**src/hw/rtl/sit_pkg.sv**
```systemverilog
// shared constants, types and helpers for the signed integer to radix text unit
package sit_pkg;

  localparam int VALUE_BITS  = 32;
  localparam int RADIX_BITS  = 6;
  localparam int CHAR_BITS   = 8;

  // restoring divider: bits retired per cycle and cycles per digit
  localparam int DIV_STEPS   = 8;
  localparam int DIV_CYCLES  = (VALUE_BITS + DIV_STEPS - 1) / DIV_STEPS;
  localparam int QBITS       = DIV_CYCLES * DIV_STEPS;
  localparam int STEP_BITS   = (DIV_CYCLES > 1) ? $clog2(DIV_CYCLES) : 1;

  // digit stack holds at most one digit per value bit
  localparam int STACK_DEPTH = VALUE_BITS;
  localparam int SIDX_BITS   = $clog2(STACK_DEPTH);
  localparam int NDIG_BITS   = $clog2(STACK_DEPTH + 1);

  localparam int QUEUE_DEPTH = 2;
  localparam int QPTR_BITS   = (QUEUE_DEPTH > 1) ? $clog2(QUEUE_DEPTH) : 1;
  localparam int QCNT_BITS   = $clog2(QUEUE_DEPTH + 1);

  localparam logic [RADIX_BITS-1:0] MIN_RADIX   = RADIX_BITS'(2);
  localparam logic [RADIX_BITS-1:0] MAX_RADIX   = RADIX_BITS'(36);
  localparam logic [RADIX_BITS-1:0] DIGIT_LIMIT = RADIX_BITS'(10);

  localparam logic [CHAR_BITS-1:0] CHAR_ZERO  = 8'h30;
  localparam logic [CHAR_BITS-1:0] CHAR_UPPER = 8'h41;
  localparam logic [CHAR_BITS-1:0] CHAR_MINUS = 8'h2D;

  typedef struct packed {
    logic                  neg;
    logic [VALUE_BITS-1:0] mag;
    logic [RADIX_BITS-1:0] radix;
  } job_t;

  typedef enum logic [1:0] {
    ST_IDLE,
    ST_DIV,
    ST_SIGN,
    ST_EMIT
  } back_state_t;

  function automatic logic [CHAR_BITS-1:0] digit_char(input logic [RADIX_BITS-1:0] d);
    logic [CHAR_BITS-1:0] c;
    if (d < DIGIT_LIMIT) begin
      c = CHAR_ZERO + CHAR_BITS'(d);
    end else begin
      c = CHAR_UPPER + CHAR_BITS'(d - DIGIT_LIMIT);
    end
    return c;
  endfunction

endpackage

```
**src/hw/rtl/sit_in_if.sv**
```systemverilog
// input channel: signed value and radix
interface sit_in_if import sit_pkg::*; ();
  logic                         valid;
  logic                         ready;
  logic signed [VALUE_BITS-1:0] value;
  logic        [RADIX_BITS-1:0] radix;

  modport source (output valid, output value, output radix, input ready);
  modport sink   (input valid, input value, input radix, output ready);
endinterface

```
**src/hw/rtl/sit_out_if.sv**
```systemverilog
// result channel: one ascii character per beat with a last flag
interface sit_out_if import sit_pkg::*; ();
  logic                 valid;
  logic                 ready;
  logic [CHAR_BITS-1:0] character;
  logic                 last;

  modport source (output valid, output character, output last, input ready);
  modport sink   (input valid, input character, input last, output ready);
endinterface

```
**src/hw/rtl/sit_front.sv**
```systemverilog
// front end: takes input beats, splits sign and magnitude, clamps the radix
module sit_front import sit_pkg::*; (
  sit_in_if.sink in_if,
  output logic   push_valid,
  input  logic   push_ready,
  output job_t   push_data
);

  logic                  neg;
  logic [VALUE_BITS-1:0] raw;

  assign raw = in_if.value;
  assign neg = raw[VALUE_BITS-1];

  assign in_if.ready = push_ready;
  assign push_valid  = in_if.valid;

  always_comb begin
    push_data.neg = neg;
    // unsigned magnitude, so the most negative value comes out right
    push_data.mag = neg ? (~raw + VALUE_BITS'(1)) : raw;
    if (in_if.radix < MIN_RADIX) begin
      push_data.radix = MIN_RADIX;
    end else if (in_if.radix > MAX_RADIX) begin
      push_data.radix = MAX_RADIX;
    end else begin
      push_data.radix = in_if.radix;
    end
  end

endmodule

```
**src/hw/rtl/sit_queue.sv**
```systemverilog
// short job queue between front end and conversion engine
module sit_queue import sit_pkg::*; (
  input  logic clk,
  input  logic rst_n,
  input  logic push_valid,
  output logic push_ready,
  input  job_t push_data,
  output logic pop_valid,
  input  logic pop_ready,
  output job_t pop_data
);

  job_t                 mem_r [QUEUE_DEPTH];
  logic [QPTR_BITS-1:0] wr_ptr_r;
  logic [QPTR_BITS-1:0] rd_ptr_r;
  logic [QCNT_BITS-1:0] count_r;
  logic                 push;
  logic                 pop;

  assign push_ready = (count_r != QCNT_BITS'(QUEUE_DEPTH));
  assign pop_valid  = (count_r != '0);
  assign pop_data   = mem_r[rd_ptr_r];
  assign push       = push_valid && push_ready;
  assign pop        = pop_valid && pop_ready;

  function automatic logic [QPTR_BITS-1:0] ptr_inc(input logic [QPTR_BITS-1:0] p);
    return (p == QPTR_BITS'(QUEUE_DEPTH - 1)) ? '0 : p + QPTR_BITS'(1);
  endfunction

  always_ff @(posedge clk) begin
    if (!rst_n) begin
      wr_ptr_r <= '0;
      rd_ptr_r <= '0;
      count_r  <= '0;
    end else begin
      if (push) begin
        wr_ptr_r <= ptr_inc(wr_ptr_r);
      end
      if (pop) begin
        rd_ptr_r <= ptr_inc(rd_ptr_r);
      end
      if (push && !pop) begin
        count_r <= count_r + QCNT_BITS'(1);
      end else if (pop && !push) begin
        count_r <= count_r - QCNT_BITS'(1);
      end
    end
  end

  always_ff @(posedge clk) begin
    if (push) begin
      mem_r[wr_ptr_r] <= push_data;
    end
  end

endmodule

```
**src/hw/rtl/sit_back.sv**
```systemverilog
// conversion engine: repeated division by the radix, digit stack, character output
module sit_back import sit_pkg::*; (
  input  logic      clk,
  input  logic      rst_n,
  input  logic      pop_valid,
  output logic      pop_ready,
  input  job_t      pop_data,
  sit_out_if.source out_if
);

  back_state_t           state_r;
  back_state_t           state_nxt;

  logic [QBITS-1:0]      quo_r;
  logic [RADIX_BITS-1:0] rem_r;
  logic [RADIX_BITS-1:0] radix_r;
  logic [STEP_BITS-1:0]  step_r;
  logic                  neg_r;
  logic [NDIG_BITS-1:0]  ndig_r;
  logic [RADIX_BITS-1:0] stack_r [STACK_DEPTH];

  logic                  out_valid_r;
  logic [CHAR_BITS-1:0]  out_char_r;
  logic                  out_last_r;

  logic [QBITS-1:0]      quo_step;
  logic [RADIX_BITS-1:0] rem_step;
  logic                  last_step;
  logic                  digit_done;
  logic                  slot_free;
  logic                  load_sign;
  logic                  load_digit;
  logic                  take_job;
  logic [NDIG_BITS-1:0]  top_idx;

  // eight restoring steps per cycle on the running remainder
  always_comb begin
    logic [QBITS-1:0]      q;
    logic [RADIX_BITS:0]   t;
    logic [RADIX_BITS-1:0] r;
    q = quo_r;
    r = rem_r;
    for (int i = 0; i < DIV_STEPS; i++) begin
      t = {r, q[QBITS-1]};
      q = {q[QBITS-2:0], 1'b0};
      if (t >= {1'b0, radix_r}) begin
        t    = t - {1'b0, radix_r};
        q[0] = 1'b1;
      end
      r = t[RADIX_BITS-1:0];
    end
    quo_step = q;
    rem_step = r;
  end

  assign last_step  = (step_r == STEP_BITS'(DIV_CYCLES - 1));
  assign digit_done = (state_r == ST_DIV) && last_step;
  assign slot_free  = !out_valid_r || out_if.ready;
  assign top_idx    = ndig_r - NDIG_BITS'(1);

  // next state
  always_comb begin
    state_nxt = state_r;
    unique case (state_r)
      ST_IDLE: begin
        if (pop_valid) state_nxt = ST_DIV;
      end
      ST_DIV: begin
        if (last_step && quo_step == '0) begin
          state_nxt = neg_r ? ST_SIGN : ST_EMIT;
        end
      end
      ST_SIGN: begin
        if (slot_free) state_nxt = ST_EMIT;
      end
      ST_EMIT: begin
        if (slot_free && ndig_r == NDIG_BITS'(1)) state_nxt = ST_IDLE;
      end
      default: state_nxt = ST_IDLE;
    endcase
  end

  // control outputs
  always_comb begin
    pop_ready  = 1'b0;
    load_sign  = 1'b0;
    load_digit = 1'b0;
    unique case (state_r)
      ST_IDLE: pop_ready  = 1'b1;
      ST_DIV:  ;
      ST_SIGN: load_sign  = slot_free;
      ST_EMIT: load_digit = slot_free;
      default: ;
    endcase
  end

  assign take_job = pop_valid && pop_ready;

  always_ff @(posedge clk) begin
    if (!rst_n) begin
      state_r     <= ST_IDLE;
      out_valid_r <= 1'b0;
      ndig_r      <= '0;
    end else begin
      state_r <= state_nxt;
      if (load_sign || load_digit) begin
        out_valid_r <= 1'b1;
      end else if (out_if.ready) begin
        out_valid_r <= 1'b0;
      end
      if (take_job) begin
        ndig_r <= '0;
      end else if (digit_done) begin
        ndig_r <= ndig_r + NDIG_BITS'(1);
      end else if (load_digit) begin
        ndig_r <= top_idx;
      end
    end
  end

  always_ff @(posedge clk) begin
    if (take_job) begin
      quo_r   <= QBITS'(pop_data.mag);
      rem_r   <= '0;
      step_r  <= '0;
      radix_r <= pop_data.radix;
      neg_r   <= pop_data.neg;
    end else if (state_r == ST_DIV) begin
      if (last_step) begin
        // quotient becomes the next dividend, remainder restarts
        quo_r  <= quo_step;
        rem_r  <= '0;
        step_r <= '0;
      end else begin
        quo_r  <= quo_step;
        rem_r  <= rem_step;
        step_r <= step_r + STEP_BITS'(1);
      end
    end
    if (digit_done) begin
      stack_r[ndig_r[SIDX_BITS-1:0]] <= rem_step;
    end
    if (load_sign) begin
      out_char_r <= CHAR_MINUS;
      out_last_r <= 1'b0;
    end else if (load_digit) begin
      out_char_r <= digit_char(stack_r[top_idx[SIDX_BITS-1:0]]);
      out_last_r <= (ndig_r == NDIG_BITS'(1));
    end
  end

  assign out_if.valid     = out_valid_r;
  assign out_if.character = out_char_r;
  assign out_if.last      = out_last_r;

endmodule

```
**src/hw/rtl/signed_integer_to_radix_text_unit.sv**
```systemverilog
// top level of the signed integer to radix text unit
//
//   channel  dir  beat contents
//   in_if    in   value (signed 32 bits), radix (6 bits, clamped to 2..36)
//   out_if   out  character (8-bit ascii), last (end of one number's text)
//
// each digit comes from restoring division by the radix (8 quotient bits per cycle
// over a 32-bit dividend); the characters then follow, with a leading '-'
// when negative, and the engine then returns to idle to take the next job.
// the front end and a two-entry job queue keep taking input beats while the
// engine works; the output register lets the engine load a new character in the
// same cycle the previous one is taken. reset is synchronous, active low.
module signed_integer_to_radix_text_unit import sit_pkg::*; (
  input  logic      clk,
  input  logic      rst_n,
  sit_in_if.sink    in_if,
  sit_out_if.source out_if
);

  logic push_valid;
  logic push_ready;
  job_t push_data;
  logic pop_valid;
  logic pop_ready;
  job_t pop_data;

  sit_front u_front (
    .in_if      (in_if),
    .push_valid (push_valid),
    .push_ready (push_ready),
    .push_data  (push_data)
  );

  sit_queue u_queue (
    .clk        (clk),
    .rst_n      (rst_n),
    .push_valid (push_valid),
    .push_ready (push_ready),
    .push_data  (push_data),
    .pop_valid  (pop_valid),
    .pop_ready  (pop_ready),
    .pop_data   (pop_data)
  );

  sit_back u_back (
    .clk       (clk),
    .rst_n     (rst_n),
    .pop_valid (pop_valid),
    .pop_ready (pop_ready),
    .pop_data  (pop_data),
    .out_if    (out_if)
  );

endmodule

```
**src/flat_wrapper.sv**
```systemverilog
// flat-port wrapper written by rule: the top's interface ports become plain ports
module signed_integer_to_radix_text_unit_flat import sit_pkg::*;
  (clk, rst_n, in_if_valid, in_if_value, in_if_radix, in_if_ready, out_if_valid, out_if_character, out_if_last, out_if_ready);
  sit_in_if in_if_i ();
  sit_out_if out_if_i ();
  input  logic clk;
  input  logic rst_n;
  input wire logic [$bits(in_if_i.valid)-1:0] in_if_valid;
  input wire logic [$bits(in_if_i.value)-1:0] in_if_value;
  input wire logic [$bits(in_if_i.radix)-1:0] in_if_radix;
  output wire logic [$bits(in_if_i.ready)-1:0] in_if_ready;
  output wire logic [$bits(out_if_i.valid)-1:0] out_if_valid;
  output wire logic [$bits(out_if_i.character)-1:0] out_if_character;
  output wire logic [$bits(out_if_i.last)-1:0] out_if_last;
  input wire logic [$bits(out_if_i.ready)-1:0] out_if_ready;
  assign in_if_i.valid = in_if_valid;
  assign in_if_i.value = in_if_value;
  assign in_if_i.radix = in_if_radix;
  assign in_if_ready = in_if_i.ready;
  assign out_if_valid = out_if_i.valid;
  assign out_if_character = out_if_i.character;
  assign out_if_last = out_if_i.last;
  assign out_if_i.ready = out_if_ready;
  signed_integer_to_radix_text_unit u_core (.clk(clk), .rst_n(rst_n), .in_if(in_if_i), .out_if(out_if_i));
endmodule
```
**config.mk**
```make
export PLATFORM = sky130hd
export DESIGN_NAME = signed_integer_to_radix_text_unit_flat
export DESIGN_NICKNAME = d
export VERILOG_FILES = /design/src/hw/rtl/sit_pkg.sv /design/src/hw/rtl/sit_in_if.sv /design/src/hw/rtl/sit_out_if.sv /design/src/hw/rtl/sit_front.sv /design/src/hw/rtl/sit_queue.sv /design/src/hw/rtl/sit_back.sv /design/src/hw/rtl/signed_integer_to_radix_text_unit.sv /design/src/flat_wrapper.sv
export SDC_FILE = /design/constraint.sdc
export NUM_CORES = 1
export LEC_CHECK = 0
export CELL_PAD_IN_SITES_DETAIL_PLACEMENT = 1
export CELL_PAD_IN_SITES_GLOBAL_PLACEMENT = 2
export CORE_ASPECT_RATIO = 1.5
export CORE_MARGIN = 2
export CORE_UTILIZATION = 46
export CTS_CLUSTER_SIZE = 12
export DETAILED_ROUTE_END_ITERATION = 6
export DONT_BUFFER_PORTS = 1
export PLACE_DENSITY = 0.8
export SETUP_SLACK_MARGIN = 0.2
export SYNTH_ARGS = -nofsm -noshare
export SYNTH_HDL_FRONTEND = slang
export SYNTH_SLANG_ARGS = --single-unit
export TNS_END_PERCENT = 1
```
**constraint.sdc**
```tcl
create_clock -name clk -period 22.3 [get_ports clk]
set_input_delay 1.115 -clock clk [delete_from_list [all_inputs] [get_ports clk]]
set_output_delay 1.115 -clock clk [all_outputs]
set_load 0.01 [all_outputs]
```
==> reports/results.ini <==
[run_status]
run_status = complete, no violations

[clocking]
clk_pin_slew_worst_paths_ns = 0.06
cts-root-to-sink-buffers = 3
clock_sinks = 340
cts_buffers = 36
cts_max_level = 2
number_of_setup_buffers_added_after_cts = 0
source_to_sink_clock_delay_at_the_later_pin_of_the_worst_skew_pair_ns = 0.53
tritoncts = yes
cts-hold-fix-buffers = 0
ctsResizeCount = 0
cts_root_buf = sky130_fd_sc_hd__clkbuf_16

[flow_run]
maxcap_viol_count = 0

[detailed_routing]
met2RoutedLength_um = 22500
wl_met1_um = 14700
post-route-drc-count = 0
drt_iter0_markers = 479
detailed_route_wl_um = 39300
wl_met3_um = 1010
detail_route.vias_per_cell = 5.70
num_vias = 9830
dr.pass1.iters = 4
detail_route.wl_per_cell_um = 22.7
drt.antenna.violating_nets = 0
routed.top_layer = met4

[final_layout]
layout.cells.most_common = sky130_fd_sc_hd__edfxtp_1
layout.cells.most_common_list = sky130_fd_sc_hd__edfxtp_1, sky130_fd_sc_hd__nand2_1, sky130_fd_sc_hd__nor2_1
post_route_cells_drive_above_1_share_pct = 13.5
finish.net_count = 1342
area_growth_syn_to_layout_pct = 9.45
antennaDiodeCount = 0

[worst_setup_path]
critPathMaxFanout = 32
cp_slowest_stage_delay_ns = 0.91
timing.reg2reg.setup_slack_ns = 2.88
timing.critical_path.mode_cell = sky130_fd_sc_hd__o21ai_0
ff2ff_path_depth = 77
crit_type = reg -> reg
worst-endpoint-arrival_ns = 19.56
worst-endpoint-required_ns = 22.44
critical_path.reg2reg.startpoint = u_core.u_back.radix_r[1]
worst_r2r_endpoint = u_core.u_back.stack_r[24][2]
critical_path.slowest_cell = sky130_fd_sc_hd__nor2_2
critical_path.startpoint_type = flip-flop
worstSetupEndpointType = flip-flop

[timing]
hold_viol = 0
timing.slew.headroom_pct = 19.8
grt_setup_unrepaired = false
max_slew.worst_pin.slew_ns = 1.20
finalSetupViolCount = 0
layout_min_cycle_time_ns = 19.42
fin_crit_sh_pct = 87.1
timing.setup.tns_ns = 0
drv_slew = 0
fmax_mhz = 51.5
clock_skew_ns = 0.0226

[synthesis]
synth_seq_area_share_pct = 58.8
synth_async_sr_flop_share_pct = 0
syn_nets = 1337
yosysWarnings = 0
number_of_synthesized_flops_with_an_enable_pin = 309
yosys_most_used_dff = sky130_fd_sc_hd__edfxtp_1
synthCells = 1221
synthDistinctLibCells = 77
synth.cell_area_mm2 = 0.0168
synth_area_per_cell_um2 = 13.8
flip_flop_and_latch_count_after_synthesis = 340

[die]
die-height_um = 238
fp.dieArea_mm2 = 0.0382
core_area_mm2 = 0.0359
row_count = 85
effective_utilization_at_floorplan_pct = 46.8
die_w_um = 160
ios = 53

[hold_path]
hold-path-endpoint = u_core.u_back.out_if.character[6]
hp-class = reg -> reg
hp-start = u_core.u_back.out_if.character[6]
min_delay_path_depth = 2

[placed_design]
io_buf_count = 0
detailed_place_hpwl_um = 28500
globalplace.congestion = 0.874

[global_routing]
grt_first_pass_wirelength_um = 61500
vias_in_the_first_global_route = 10800
total_global_routing_overflow = 0
grtUsageTotal_pct = 21.0
antenna_found_initial = 0
grt_start_max_net_pins = 72

[cells in the mapped netlist (5+ instances only)]
cell | count | area, µm²
sky130_fd_sc_hd__xnor2_1 | 52 | 455
sky130_fd_sc_hd__xor2_1 | 16 | 140
sky130_fd_sc_hd__buf_2 | 7 | 35.0
sky130_fd_sc_hd__nor2_1 | 82 | 308
sky130_fd_sc_hd__nand2b_1 | 13 | 81.3
sky130_fd_sc_hd__dfxtp_1 | 31 | 621
sky130_fd_sc_hd__ha_1 | 66 | 826
sky130_fd_sc_hd__or3_1 | 6 | 37.5
sky130_fd_sc_hd__o21ai_0 | 68 | 340
sky130_fd_sc_hd__nand3_1 | 15 | 75.1
sky130_fd_sc_hd__edfxtp_1 | 309 | 9280
sky130_fd_sc_hd__a21oi_1 | 39 | 195
sky130_fd_sc_hd__fa_1 | 8 | 160
sky130_fd_sc_hd__inv_1 | 53 | 199
sky130_fd_sc_hd__nor4_1 | 7 | 43.8
sky130_fd_sc_hd__buf_1 | 6 | 22.5
sky130_fd_sc_hd__o31a_1 | 6 | 52.6
sky130_fd_sc_hd__o31ai_1 | 10 | 75.1
sky130_fd_sc_hd__and3_1 | 9 | 56.3
sky130_fd_sc_hd__mux2i_1 | 53 | 531
sky130_fd_sc_hd__o211ai_1 | 7 | 52.6
sky130_fd_sc_hd__mux4_2 | 60 | 1350
sky130_fd_sc_hd__a21o_1 | 9 | 67.6
sky130_fd_sc_hd__or4_1 | 8 | 60.1
sky130_fd_sc_hd__a211oi_1 | 5 | 37.5
sky130_fd_sc_hd__nor2b_1 | 18 | 113
sky130_fd_sc_hd__nand2_1 | 91 | 342
sky130_fd_sc_hd__mux2_2 | 19 | 214
sky130_fd_sc_hd__and2_1 | 10 | 62.6
sky130_fd_sc_hd__nand3b_1 | 6 | 45.0
sky130_fd_sc_hd__nor3_1 | 11 | 55.1
sky130_fd_sc_hd__clkbuf_1 | 30 | 113
sky130_fd_sc_hd__nand4_1 | 5 | 31.3
sky130_fd_sc_hd__or2_2 | 6 | 37.5
sky130_fd_sc_hd__o21a_1 | 9 | 67.6
[layout make-up]
cell class / instances / area (µm²)
Timing Repair Buffer: 12 / 90.1
Fill cell: 3627 / 17500
Clock buffer: 50 / 953
Tap cell: 478 / 598
Sequential cell: 340 / 9900
Inverter: 54 / 203
Clock inverter: 10 / 90.1
Multi-Input combinational cell: 782 / 6590
[metrics by stage]
| step | hold WS, ns | util (%) | cell area (µm²) | std cells | worst slack [ns] |
|---|---|---|---|---|---|
| floorplan | 0.465 | - | 16800 | 1221 | 5.27 |
| global placement | 0.478 | 48.4 | 17400 | 1666 | 3.78 |
| detailed placement | 0.502 | 48.4 | 17400 | 1666 | 2.93 |
| CTS | 0.519 | 51.3 | 18400 | 1726 | 2.87 |
| global route | 0.538 | 51.3 | 18400 | 1726 | 1.25 |
| finish | 0.512 | 51.3 | 18400 | 1726 | 2.88 |
[registers in the layout (all words and copies together), names as in the netlist, named ones only]
signal                          count
u_core.u_queue.rd_ptr_r             1
u_core.u_back.out_if.last           1
u_core.u_back.radix_r               6
u_core.u_back.step_r                2
u_core.u_back.out_if.character      8
u_core.u_back.neg_r                 1
u_core.u_back.quo_r                32
u_core.u_queue.count_r              2
u_core.u_back.ndig_r                6
u_core.u_queue.wr_ptr_r             1
u_core.u_back.stack_r             192
u_core.u_queue.mem_r               78
u_core.u_back.out_if.valid          1
u_core.u_back.rem_r                 6
u_core.u_back.state_r               2
[how the worst max path moves through the flow]
| stage | start | endpoint | cells after the start |
|---|---|---|---|
| 2_1_floorplan | u_core.u_back.radix_r[1] | u_core.u_back.stack_r[0][0] | 82 |
| 3_3_place_gp | u_core.u_back.radix_r[1] | u_core.u_back.stack_r[20][0] | 77 |
| 3_5_place_dp | u_core.u_back.radix_r[1] | u_core.u_back.stack_r[23][0] | 77 |
| 4_1_cts | u_core.u_back.radix_r[1] | u_core.u_back.stack_r[25][0] | 77 |
| 5_1_grt | u_core.u_back.radix_r[1] | u_core.u_back.stack_r[24][2] | 76 |
| 6_report | u_core.u_back.radix_r[1] | u_core.u_back.stack_r[24][2] | 77 |
[kinds of logic (layout without fill, tap and decap cells)]
kind of cell	Yosys count	count (layout)	synth area share, %
muxes	132	132	12.4
and+or+nand+nor	304	304	8.86
adders and majority gates	75	75	5.91
buffers and inverters	99	126	2.35
DFF	340	340	58.8
AOI/OAI and AO/OA	203	203	8.11
xor gates and xnor gates	68	68	3.54
[per-layer routing]
layer	GRT usage, %	vias up
met5	0	-
met4	6.66	0
met3	2.56	51
met2	41.9	169
met1	22.9	4959
li1	-	4651
[critical path: cells and delay by family, from the launching register on]
kind	cells	cell delay, ns
and+or+nand+nor	20	4.01
buffers and inverters	6	0.82
AOI/OAI and AO/OA	39	9.72
adders and majority gates	8	2.38
DFF	1	0.66
muxes	4	1.41
Power is left out: the tool's default activity adds up to more than one toggle a clock period on the data nets, which glitch-free logic cannot reach.
